<file path="src/sv/cht_pkg.sv">
package cht_pkg;

	// default sizes and reset values
	localparam int MAX_BUCKETS_DEF  = 128;
	localparam int BUCKET_DEPTH_DEF = 8;
	localparam int KEY_W            = 32;
	localparam int VAL_W            = 32;
	localparam int CNT_W            = 11;
	localparam int BC_W             = 8;

	localparam logic [BC_W-1:0]  RESET_BUCKETS = 8'd101;
	localparam logic [CNT_W-1:0] COUNT_MAX     = 11'd2047;

	// action codes
	localparam logic [1:0] ACT_LOOKUP = 2'd0;
	localparam logic [1:0] ACT_ADD    = 2'd1;
	localparam logic [1:0] ACT_REMOVE = 2'd2;

	// status codes
	localparam logic [1:0] STAT_OK     = 2'd0;
	localparam logic [1:0] STAT_ABSENT = 2'd1;
	localparam logic [1:0] STAT_DUP    = 2'd2;
	localparam logic [1:0] STAT_FULL   = 2'd3;

	typedef struct packed {
		logic [1:0]       action;
		logic [KEY_W-1:0] key;
		logic [VAL_W-1:0] value;
	} req_t;

	typedef struct packed {
		logic [1:0]       status;
		logic [VAL_W-1:0] value_out;
		logic [CNT_W-1:0] entry_count;
		logic             table_empty;
	} res_t;

	typedef enum logic [3:0] {
		S_CLEAR,
		S_IDLE,
		S_DIV,
		S_FILL,
		S_SCAN_RD,
		S_SCAN_CMP,
		S_DECIDE,
		S_SHIFT_RD,
		S_SHIFT_WR,
		S_DONE
	} state_t;

endpackage

</file>
<file path="src/sv/cht_mod.sv">
module cht_mod (
	input  logic                     clk,
	input  logic                     arst_n,
	input  logic                     start,
	input  logic [cht_pkg::KEY_W-1:0] dividend,
	input  logic [cht_pkg::BC_W-1:0]  divisor,
	output logic                     done,
	output logic [cht_pkg::BC_W-1:0]  rem
);
	import cht_pkg::*;

	localparam int STEP_W = $clog2(KEY_W);

	logic              busy_q;
	logic              done_q;
	logic [STEP_W-1:0] cnt_q;
	logic [KEY_W-1:0]  dvd_q;
	logic [BC_W-1:0]   rem_q;
	logic [BC_W-1:0]   div_q;
	logic [BC_W:0]     trial;
	logic [BC_W-1:0]   rem_nxt;

	// one restoring step: shift in the next dividend bit, subtract if it fits
	always_comb begin
		trial = {rem_q, dvd_q[KEY_W-1]};
		if (trial >= {1'b0, div_q}) begin
			rem_nxt = BC_W'(trial - {1'b0, div_q});
		end else begin
			rem_nxt = trial[BC_W-1:0];
		end
	end

	// step control
	always_ff @(posedge clk or negedge arst_n) begin
		if (!arst_n) begin
			busy_q <= 1'b0;
			done_q <= 1'b0;
			cnt_q  <= '0;
		end else begin
			if (start) begin
				busy_q <= 1'b1;
				done_q <= 1'b0;
				cnt_q  <= '0;
			end else if (busy_q) begin
				cnt_q  <= cnt_q + STEP_W'(1);
				busy_q <= (cnt_q != STEP_W'(KEY_W - 1));
				done_q <= (cnt_q == STEP_W'(KEY_W - 1));
			end else begin
				done_q <= 1'b0;
			end
		end
	end

	// operand and remainder registers
	always_ff @(posedge clk) begin
		if (start) begin
			dvd_q <= dividend;
			div_q <= divisor;
			rem_q <= '0;
		end else if (busy_q) begin
			dvd_q <= {dvd_q[KEY_W-2:0], 1'b0};
			rem_q <= rem_nxt;
		end
	end

	assign done = done_q;
	assign rem  = rem_q;

endmodule

</file>
<file path="config.mk">
export PLATFORM = sky130hd
export DESIGN_NAME = cht_mod
export DESIGN_NICKNAME = d
export VERILOG_FILES = /design/src/sv/cht_pkg.sv /design/src/sv/cht_mod.sv
export SDC_FILE = /design/constraint.sdc
export NUM_CORES = 1
export LEC_CHECK = 0
export ABC_AREA = 1
export BUFFER_PORTS_ARGS = -buffer_cell sky130_fd_sc_hd__buf_2
export CAP_MARGIN = 30
export CELL_PAD_IN_SITES_DETAIL_PLACEMENT = 0
export CELL_PAD_IN_SITES_GLOBAL_PLACEMENT = 1
export CORE_MARGIN = 4
export CORE_UTILIZATION = 25
export CTS_CLUSTER_SIZE = 16
export DETAILED_ROUTE_END_ITERATION = 16
export GPL_TIMING_DRIVEN = 0
export PLACE_DENSITY_LB_ADDON = 0.1
export SLEW_MARGIN = 20
export SYNTH_ARGS = -nofsm -noshare
export SYNTH_HDL_FRONTEND = slang
export SYNTH_SLANG_ARGS = --single-unit
</file>
<file path="constraint.sdc">
create_clock -name clk -period 2 [get_ports clk]
set_input_delay 0.1 -clock clk [delete_from_list [all_inputs] [get_ports clk]]
set_output_delay 0.1 -clock clk [all_outputs]
set_load 0.01 [all_outputs]
</file>
==> metrics.cfg, run 1 <==
[critical_path]
crit_arrival_ns = 1.93
reg2reg_to = rem[6]
crit_required_ns = 2.20
crit_top_cell = nand3_1
slowest_stage = ha_1
r2r_slack_ns = 0.27
cp_cell_sequence = inv_1, ha_1, nand2_1, nor2_1, nand3_1, nand4_2, nand3_1, nand3_1, nand2_1
path_class = register to register
start_kind = register
max_stage_delay_ns = 0.37
reg2reg_from = div_q[6]
cp_max_fo = 8
ff2ff_path_depth = 9
critPathCaptureType = register

[die]
core_area_um2 = 10800
die_h_um = 113
die-area_um2 = 12700
pin_count = 52
chipWidth_um = 113
initial_core_util_pct = 25.5
rows = 38

[sta]
holdWs_ns = 0.0554
finalHoldViolCount = 0
tightest_slew_ns = 0.714
max_freq_mhz = 577
skew_ns = 0.0123
fin_crit_ns = 1.73
maxSlewViolCount = 0
relSlewSlack_pct = 52.3
layout_setup_ws_ns = 0.268
finalCritPeriodShare_pct = 86.6
rsz0062_at_grt = false
setup_violations = 0

[min_path]
hold_start = dividend[0]
hold_depth = 3
hold_class = input pin to register
min_to = dvd_q[0]

[pwr]
finalPower_w = 0.00305
power_frac_comb_pct = 33.0
leakagePower_nw = 1.66
intPower_w = 0.00201
switching_share_pct = 34.2
peakVddDrop_mv = 0.275
pwr-share-seq_pct = 47.4
p_per_area_nw_per_um2 = 911
p_switching_w = 0.00104
p_clk_share_pct = 19.6

[drt]
drtIter0Drc = 97
avgViaCountPerCell = 4.07
wire_per_inst_um = 12.1
drc = 0
wirelength_um = 6280
ant_nets = 0
dr.pass1.iters = 6
vias = 2117

[clock_tree]
htree_num_levels = 2
clock_latency_ns = 0.30
cts_tree = done
cts_root_buf = clkbuf_8
clk_pin_slew_ns = 0.10
numCtsBuffers = 5
cts_buffer_depth = 2
clock_sinks = 55
post-cts-setup-buffer-count = 0

[global_routing]
grt.overflow.total = 0
track_usage_pct = 10.3
grt_max_degree = 34
antenna_found_initial = 0
grt_pass1_vias = 2206
grt_pass1_wl_um = 10700

[synthesis]
synth_seq_cells = 55
yosysSeqAreaShare_pct = 55.9
ys_warn_count = 0
netlist_instances = 312
synth.distinct_cells = 30
syn-num-nets = 366
synth_area_um2 = 2750
syn_area_per_cell_um2 = 8.81

[placement]
dpl_worst_slack_ns = 0.248
dp_hpwl_um = 4610
numPortBuffers = 51
gp_congestion = 0.754
placed_cell_area_um2 = 3180

[layout]
drive_above_1_share_pct = 17.4
layout.nets = 433
stdcell_area_um2 = 3350
layout_commonest_cell = nand2_1
area_growth_pct = 21.9
layout_common_cells = nand2_1 (144), buf_2 (52), edfxtp_1 (40)
fin_util_pct = 31.0
n_antenna_cell = 0

[flow_run]
maxCapViolations = 0

[status]
status = completed

[sequential cells by signal, indices dropped and copies added (netlist names)]
name    cells
dvd_q      32
div_q       8
rem         8
cnt_q       5
busy_q      1
done        1
[layout make-up]
cell class / instances / area [µm²]
inverter: 34 / 128
sequential: 55 / 1540
multi-input combinational: 216 / 1060
clock buffer: 6 / 72.6
tap: 140 / 175
clock inverter: 2 / 8.76
buffer: 7 / 27.5
fill: 1167 / 7440
timing repair buffer: 60 / 345
[metal layers]
layer	global-route usage (%)	vias to the layer above	routed length, µm
li1	-	1135	-
met1	13.7	943	3020
met2	17.1	37	2990
met3	1.98	2	234
met4	2.64	0	40
met5	0	-	0
[how the worst max path moves through the flow]
stage	startpoint	end	slack (ns)
3_3_place_gp	busy_q	cnt_q[1]	-0.14
5_1_grt	div_q[4]	rem[7]	0.05
6_report	div_q[6]	rem[6]	0.27
3_5_place_dp	div_q[6]	rem[6]	0.25
4_1_cts	rem[3]	rem[4]	0.23
2_1_floorplan	busy_q	dvd_q[0]	0.45
[per-stage QoR]
step           setup TNS, ns  std cells
2_1_floorplan              0        312
3_3_place_gp           -4.59        503
3_5_place_dp               0        503
4_1_cts                    0        520
5_1_grt                    0        520
6_report                   0        520
[cells in the mapped netlist]
cell type,number,area share [%]
nand2_1,144,20
edfxtp_1,40,44
inv_1,33,4.5
nand3_1,21,3.8
ha_1,10,4.6
dfxtp_1,8,5.8
dfrtp_1,7,6.4
nor2_1,7,0.96
nand3b_1,6,1.6
nor3_1,5,0.91
a21oi_1,4,0.73
buf_1,3,0.41
clkbuf_1,3,0.41
xor2_1,3,0.96
nor2_2,2,0.46
o21ai_0,2,0.36
a21oi_2,1,0.32
a22o_1,1,0.32
a31oi_1,1,0.23
buf_2,1,0.18
clkinv_1,1,0.14
fa_1,1,0.73
nand3_2,1,0.36
nand3_4,1,0.64
nand4_1,1,0.23
nand4_2,1,0.46
nor4_1,1,0.23
o21a_2,1,0.32
or2_0,1,0.23
xnor2_1,1,0.32
[cells by family (layout without fill, tap and decap cells)]
group           count (synthesis)  in the layout  share of synthesized area [%]
simple gates                  191            191                           29.6
buf+inv                        41            109                           5.65
fa+ha+maj                      11             11                           5.28
compound gates                 10             10                           2.28
xor+xnor                        4              4                           1.28
flops                          55             55                           55.9
[power groups by stage]
stage               Combinational, W  Clock, W  Sequential, W
floorplan                   0.000694         0        0.00148
global placement             0.00102         0        0.00148
detailed placement           0.00101         0        0.00147
CTS                          0.00103  0.000642        0.00145
global route                 0.00117  0.000684        0.00147
finish                       0.00101  0.000598        0.00145
[critical path: cells and delay by family, from the launching register on]
family	cells	cell delay (ns)
buffers and inverters	1	0.04
DFF	1	0.34
and+or+nand+nor	7	0.88
adders and majority gates	1	0.37
[what timing repair did]
action                                 4_1_cts  5_1_grt
resized for setup                            0        0
hold buffers                                 9        0
endpoints found under the hold margin       15        0
(Power assumes the default switching activity.)
==> run 2: changes to the inputs <==
--- a/config.mk
+++ b/config.mk
@@ -8,14 +8,11 @@
 export ABC_AREA = 1
 export BUFFER_PORTS_ARGS = -buffer_cell sky130_fd_sc_hd__buf_2
 export CAP_MARGIN = 30
-export CELL_PAD_IN_SITES_DETAIL_PLACEMENT = 0
-export CELL_PAD_IN_SITES_GLOBAL_PLACEMENT = 1
 export CORE_MARGIN = 4
 export CORE_UTILIZATION = 25
 export CTS_CLUSTER_SIZE = 16
 export DETAILED_ROUTE_END_ITERATION = 16
 export GPL_TIMING_DRIVEN = 0
-export PLACE_DENSITY_LB_ADDON = 0.1
 export SLEW_MARGIN = 20
 export SYNTH_ARGS = -nofsm -noshare
 export SYNTH_HDL_FRONTEND = slang
==> metrics.cfg, run 2 (same netlist as run 1, synthesis figures left out) <==
[clock_tree]
clock_sinks = 55  ; unchanged
numCtsBuffers = 5  ; unchanged
htree_num_levels = 2  ; unchanged
cts_buffer_depth = 2  ; unchanged
cts_tree = done  ; unchanged
clk_pin_slew_ns = 0.10  ; about the same
clock_latency_ns = 0.31  ; was 0.30 ns
cts_root_buf = clkbuf_8  ; unchanged

[die]
core_area_um2 = 10800  ; unchanged
die_h_um = 113  ; unchanged
chipWidth_um = 113  ; unchanged
die-area_um2 = 12700  ; unchanged
pin_count = 52  ; unchanged
rows = 38  ; unchanged
initial_core_util_pct = 25.5  ; unchanged

[layout]
largest_reg_flops = 32  ; unchanged
n_antenna_cell = 0  ; unchanged
layout_common_cells = nand2_1 (144), buf_2 (52), edfxtp_1 (40)  ; unchanged
drive_above_1_share_pct = 17.1  ; was 17.4%
layout_commonest_cell = nand2_1  ; unchanged
area_growth_pct = 21.9  ; about the same
final_cells = 520  ; unchanged
top_register = dvd_q  ; unchanged
fillers = 1123  ; was 1,167
fin_util_pct = 31.0  ; about the same
layout.nets = 433  ; unchanged

[drt]
vias = 2231  ; was 2,117
avgViaCountPerCell = 4.29  ; was 4.07
dr.pass1.iters = 4  ; was 6
drc = 0  ; unchanged
wire_per_inst_um = 11.6  ; was 12.1 µm
ant_nets = 0  ; unchanged
wirelength_um = 6020  ; was 6280 µm
drtIter0Drc = 84  ; was 97

[placement]
dp_cells = 503  ; unchanged
dp_hpwl_um = 4420  ; was 4610 µm
numPortBuffers = 51  ; unchanged
gp_congestion = 0.901  ; was 0.754

[sta]
relSlewSlack_pct = 52.7  ; was 52.3%
rsz0062_at_grt = false  ; unchanged
holdWs_ns = 0.0562  ; was 0.0554 ns
maxSlewViolCount = 0  ; unchanged
skew_ns = 0.00729  ; was 0.0123 ns
finalHoldViolCount = 0  ; unchanged
setup_tns_ns = 0  ; unchanged
setup_violations = 0  ; unchanged
max_freq_mhz = 583  ; was 577 MHz
finalCritPeriodShare_pct = 85.8  ; was 86.6%
fin_crit_ns = 1.72  ; was 1.73 ns
tightest_slew_ns = 0.709  ; was 0.714 ns

[pwr]
p_per_area_nw_per_um2 = 907  ; was 911 nW/µm²
peakVddDrop_mv = 0.233  ; was 0.275 mV
leakagePower_nw = 1.66  ; about the same

[global_routing]
grt.overflow.total = 0  ; unchanged
antenna_found_initial = 0  ; unchanged
grt_pass1_wl_um = 10100  ; was 10,700 µm
track_usage_pct = 9.71  ; was 10.3%
grt_max_degree = 34  ; unchanged
grt_pass1_vias = 2273  ; was 2,206

[critical_path]
start_kind = register  ; unchanged
critPathCaptureType = register  ; unchanged
cp_max_fo = 33  ; was 8
critPathLaunch = busy_q  ; was div_q[6]
r2r_slack_ns = 0.28  ; was 0.27 ns
reg2reg_from = busy_q  ; was div_q[6]
crit_arrival_ns = 1.67  ; was 1.93 ns
max_stage_delay_ns = 0.47  ; was 0.37 ns
cp-endpoint = dvd_q[27]  ; was rem[6]
slowest_stage = nor2_2  ; was ha_1
cp_cell_sequence = nor2_2, inv_2  ; was inv_1, ha_1, nand2_1, nor2_1, nand3_1, nand4_2, nand3_1, nand3_1, nand2_1
ff2ff_path_depth = 2  ; was 9
crit_required_ns = 1.95  ; was 2.20 ns
path_class = register to register  ; unchanged
reg2reg_to = dvd_q[27]  ; was rem[6]

[status]
status = completed  ; unchanged

[flow_run]
maxCapViolations = 0  ; unchanged

[min_path]
hold_class = input pin to register  ; unchanged

run 2: cell counts in the layout (fill, tap and decap cells not counted):
Identical to the previous run, type by type.
run 2: critical path: cells and delay by family (launching register included):
family | cells | cell delay (ns)
buffers and inverters | 1 | 0.44
flip-flops | 1 | 0.45
AND/OR/NAND/NOR | 1 | 0.47
run 2: how the worst min path moves through the flow:
stage / slack (ns) / from / to / cells after the start
final: 0.06 / dividend[7] / dvd_q[7] / 3
after global routing: 0.05 / dividend[22] / dvd_q[22] / 3
after CTS: 0.04 / dividend[18] / dvd_q[18] / 3
after detailed placement: -0.06 / arst_n / done / 1
after global placement: -0.06 / arst_n / done / 1
after floorplan: -0.20 / arst_n / busy_q / 0
run 2: cell type report:
class                           instances  area [µm²]  area share (%)
Tap cell                              140         175            5.23
Buffer                                  7        27.5           0.822
Timing Repair Buffer                   60         345            10.3
Sequential cell                        55        1540            45.9
Multi-Input combinational cell        216        1060            31.5
Clock inverter                          2        7.51           0.224
Clock buffer                            6        72.6            2.17
Inverter                               34         128            3.81
run 2: routing by layer:
| metal | track usage, % | wire (µm) | up-vias | share of wire (%) |
|---|---|---|---|---|
| li1 | - | - | 1143 | - |
| met5 | 0 | 0 | - | 0 |
| met4 | 3.45 | 111 | 0 | 1.8 |
| met3 | 2.57 | 333 | 10 | 5.5 |
| met1 | 11.8 | 2760 | 1022 | 46 |
| met2 | 16.6 | 2810 | 56 | 47 |
run 2: what timing repair did:
action | 4_1_cts | 5_1_grt
buffers inserted | 0 | 0
endpoints found under the hold margin | 15 | 0
resized for setup | 0 | 0
hold buffers | 9 | 0
run 2: metrics by stage:
step                power [W]  instance area, µm²  setup slack, ns
floorplan             0.00217                2750            0.447
global placement      0.00244                3180           -0.114
detailed placement    0.00246                3180            0.250
CTS                   0.00309                3350            0.228
global route          0.00329                3350           0.0686
finish                0.00304                3350            0.284
run 2: power breakdown:
part	internal, W	switching [W]
Sequential	0.00137	0.0000795
Combinational	0.000401	0.000595
Clock	0.000240	0.000355
Total	0.00201	0.00103
==> run 3: changes to the inputs <==
--- a/config.mk
+++ b/config.mk
@@ -5,14 +5,14 @@
 export SDC_FILE = /design/constraint.sdc
 export NUM_CORES = 1
 export LEC_CHECK = 0
-export ABC_AREA = 1
-export BUFFER_PORTS_ARGS = -buffer_cell sky130_fd_sc_hd__buf_2
 export CAP_MARGIN = 30
 export CORE_MARGIN = 4
 export CORE_UTILIZATION = 25
 export CTS_CLUSTER_SIZE = 16
 export DETAILED_ROUTE_END_ITERATION = 16
+export DONT_BUFFER_PORTS = 1
 export GPL_TIMING_DRIVEN = 0
+export PLACE_DENSITY = 0.44
 export SLEW_MARGIN = 20
 export SYNTH_ARGS = -nofsm -noshare
 export SYNTH_HDL_FRONTEND = slang
==> metrics.cfg, run 3 <==
[critical_path]
ff2ff_path_depth = 8  ; was 2
start_kind = register  ; unchanged
cp_cell_sequence = inv_2, ha_4, and3_4, a2111o_1, a31oi_4, buf_6, mux2i_2, a211oi_2  ; was nor2_2, inv_2
r2r_slack_ns = -0.04  ; was 0.28 ns
critPathCaptureType = register  ; unchanged
path_class = register to register  ; unchanged
max_stage_delay_ns = 0.40  ; was 0.47 ns
reg2reg_to = rem[2]  ; was dvd_q[27]
crit_required_ns = 2.18  ; was 1.95 ns
crit_arrival_ns = 2.22  ; was 1.67 ns
slowest_stage = edfxtp_1  ; was nor2_2
reg2reg_from = div_q[7]  ; was busy_q
cp_max_fo = 5  ; was 33

[layout]
layout_commonest_cell = edfxtp_1  ; was nand2_1
area_growth_pct = 30.0  ; was 21.9%
top_register = dvd_q  ; unchanged
largest_reg_flops = 32  ; unchanged
drive_above_1_share_pct = 29.1  ; was 17.1%
stdcell_area_um2 = 3410  ; was 3350 µm²
n_antenna_cell = 0  ; unchanged
layout.nets = 297  ; was 433
layout_common_cells = edfxtp_1 (40), dlygate4sd3_1 (36), mux2_2 (32)  ; was nand2_1 (144), buf_2 (52), edfxtp_1 (40)

[status]
status = complete, but fails checks  ; was completed
failed_checks = negative setup slack

[synthesis]
yosysSeqAreaShare_pct = 58.6  ; was 55.9%
synth_top_cell_by_area = edfxtp_1  ; unchanged
netlist.area_leader.share_pct = 45.8  ; was 43.7%
synth.area.top_cells = edfxtp_1 (46%), mux2_2 (14%), dfrtp_1 (6.7%)  ; was edfxtp_1 (44%), nand2_1 (20%), dfrtp_1 (6.4%)
yosysMostFrequentCell = edfxtp_1  ; was nand2_1
synth_common_cells = edfxtp_1 (40), mux2_2 (32), inv_1 (12), nor2_1 (12), ha_1 (10)  ; was nand2_1 (144), edfxtp_1 (40), inv_1 (33), nand3_1 (21), ha_1 (10)
ys_warn_count = 0  ; unchanged
syn-num-nets = 247  ; was 366
synth-edff-count = 40  ; unchanged
synth_seq_cells = 55  ; unchanged
async_flop_share_pct = 12.7  ; unchanged
netlist_instances = 193  ; was 312
synth.distinct_cells = 38  ; was 30
syn_area_per_cell_um2 = 13.6  ; was 8.81 µm²
synth_area_um2 = 2620  ; was 2750 µm²
synth_flop_cell = edfxtp_1  ; unchanged

[drt]
wire_per_inst_um = 14.5  ; was 11.6 µm
dr.pass1.iters = 4  ; unchanged
drtIter0Drc = 49  ; was 84
ant_nets = 0  ; unchanged
wirelength_um = 5520  ; was 6020 µm
wl_met2_um = 2770  ; was 2810 µm
dr.max_layer_used = met4  ; unchanged
wl_met1_um = 2420  ; was 2760 µm
drc = 0  ; unchanged
vias = 1629  ; was 2,231
avgViaCountPerCell = 4.29  ; about the same
route.met3.wl_um = 305  ; was 333 µm

[sta]
tightest_slew_ns = 0.692  ; was 0.709 ns
fin_crit_ns = 2.04  ; was 1.72 ns
maxSlewViolCount = 0  ; unchanged
layout_setup_ws_ns = -0.0419  ; was 0.284 ns
skew_ns = 0.00957  ; was 0.00729 ns
finalCritPeriodShare_pct = 102  ; was 85.8%
rsz0062_at_grt = true  ; was false
relSlewSlack_pct = 53.8  ; was 52.7%
setup_violations = 2  ; was 0
max_freq_mhz = 490  ; was 583 MHz
setup_tns_ns = -0.0446  ; was 0 ns
finalHoldViolCount = 0  ; unchanged

[global_routing]
track_usage_pct = 9.08  ; was 9.71%
grt_pass1_vias = 1773  ; was 2,273
grt_max_degree = 33  ; was 34
grt.overflow.total = 0  ; unchanged
grt_pass1_wl_um = 8970  ; was 10,100 µm
antenna_found_initial = 0  ; unchanged

[clock_tree]
cts_root_buf = clkbuf_8  ; unchanged
cts_tree = done  ; unchanged
cts_buffer_depth = 2  ; unchanged
clk_pin_slew_ns = 0.10  ; about the same
clock_latency_ns = 0.30  ; was 0.31 ns
numCtsBuffers = 5  ; unchanged
clock_sinks = 55  ; unchanged
htree_num_levels = 2  ; unchanged

[die]
initial_core_util_pct = 25.5  ; about the same
pin_count = 52  ; unchanged
die_h_um = 110  ; was 113 µm
chipWidth_um = 110  ; was 113 µm
core_area_um2 = 10300  ; was 10,800 µm²
die-area_um2 = 12200  ; was 12,700 µm²
rows = 37  ; was 38

[placement]
dpl_worst_slack_ns = -0.245  ; was 0.250 ns
numPortBuffers = 0  ; was 51
placed_cell_area_um2 = 2830  ; was 3180 µm²
gp_congestion = 0.685  ; was 0.901
dp_hpwl_um = 3860  ; was 4420 µm

[pwr]
peakVddDrop_mv = 0.350  ; was 0.233 mV
p_per_area_nw_per_um2 = 1020  ; was 907 nW/µm²
leakagePower_nw = 1.30  ; was 1.66 nW

[min_path]
hold_depth = 1  ; was 3
hold_class = input pin to register  ; unchanged
min_to = dvd_q[23]  ; was dvd_q[7]
hold_start = dividend[23]  ; was dividend[7]

[flow_run]
maxCapViolations = 0  ; unchanged

run 3: cells by family after synthesis:
| family | count (synthesis) | synth area share (%) |
|---|---|---|
| flops | 55 | 58.6 |
| buf+inv | 19 | 3.01 |
| simple gates | 34 | 6.63 |
| xor+xnor | 7 | 2.34 |
| mux | 38 | 16.0 |
| compound gates | 29 | 7.87 |
| fa+ha+maj | 11 | 5.53 |
run 3: worst max-delay path by stage:
stage                  start      to  slack [ns]  cells past startpoint
floorplan             rem[6]  rem[2]       0.001                      7
global placement      rem[6]  rem[2]       -0.25                      7
detailed placement    rem[6]  rem[2]       -0.24                      7
CTS                 div_q[7]  rem[2]       -0.06                      8
global route        div_q[7]  rem[2]       -0.13                      8
finish              div_q[7]  rem[2]       -0.04                      8
run 3: final cells by class:
type | instances | area, µm²
multi-input cells | 119 | 1090
plain buffers | 7 | 33.8
fillers | 1065 | 6870
repair buffers | 43 | 420
inverters | 12 | 45.0
clock buffers | 7 | 76.3
clock inverters | 1 | 30.0
well taps | 136 | 170
flip-flops and latches | 55 | 1550
run 3: worst max-delay path: cells and delay by family (launching register included):
family | cells | cell delay [ns]
AOI/OAI and AO/OA | 3 | 0.67
adders and majority gates | 1 | 0.20
buffers and inverters | 2 | 0.24
DFF | 1 | 0.40
muxes | 1 | 0.23
and+or+nand+nor | 1 | 0.18
run 3: where the power goes:
| group | total [W] | leakage (nW) | switching [W] | internal [W] |
|---|---|---|---|---|
| registers | 0.00155 | 0.577 | 0.000155 | 0.00139 |
| clock network | 0.000736 | 0.0524 | 0.000360 | 0.000376 |
| logic | 0.00118 | 0.673 | 0.000520 | 0.000657 |
| total | 0.00346 | 1.30 | 0.00103 | 0.00243 |
run 3: repair_timing:
action,in CTS,in global routing
setup endpoints to repair,7,8
buffers inserted,4,3
gates cloned,0,0
hold buffers,30,6
resized for setup,10,11
pin swaps,4,5
hold endpoints to repair,43,6
run 3: per-layer routing:
layer  vias up  track usage, %
met2        34            15.8
met4         0            2.22
met1       785            10.6
met3         2            3.23
li1        808               -
met5         -               0
run 3: per-stage QoR:
step                instances  utilization [%]  power, W  hold WS, ns
global route              380             33.2   0.00370      0.00178
global placement          329             27.5   0.00246       -0.195
floorplan                 193                -   0.00227       -0.196
finish                    380             33.2   0.00346       0.0227
detailed placement        329             27.5   0.00247       -0.195
CTS                       371             32.0   0.00339     0.000229
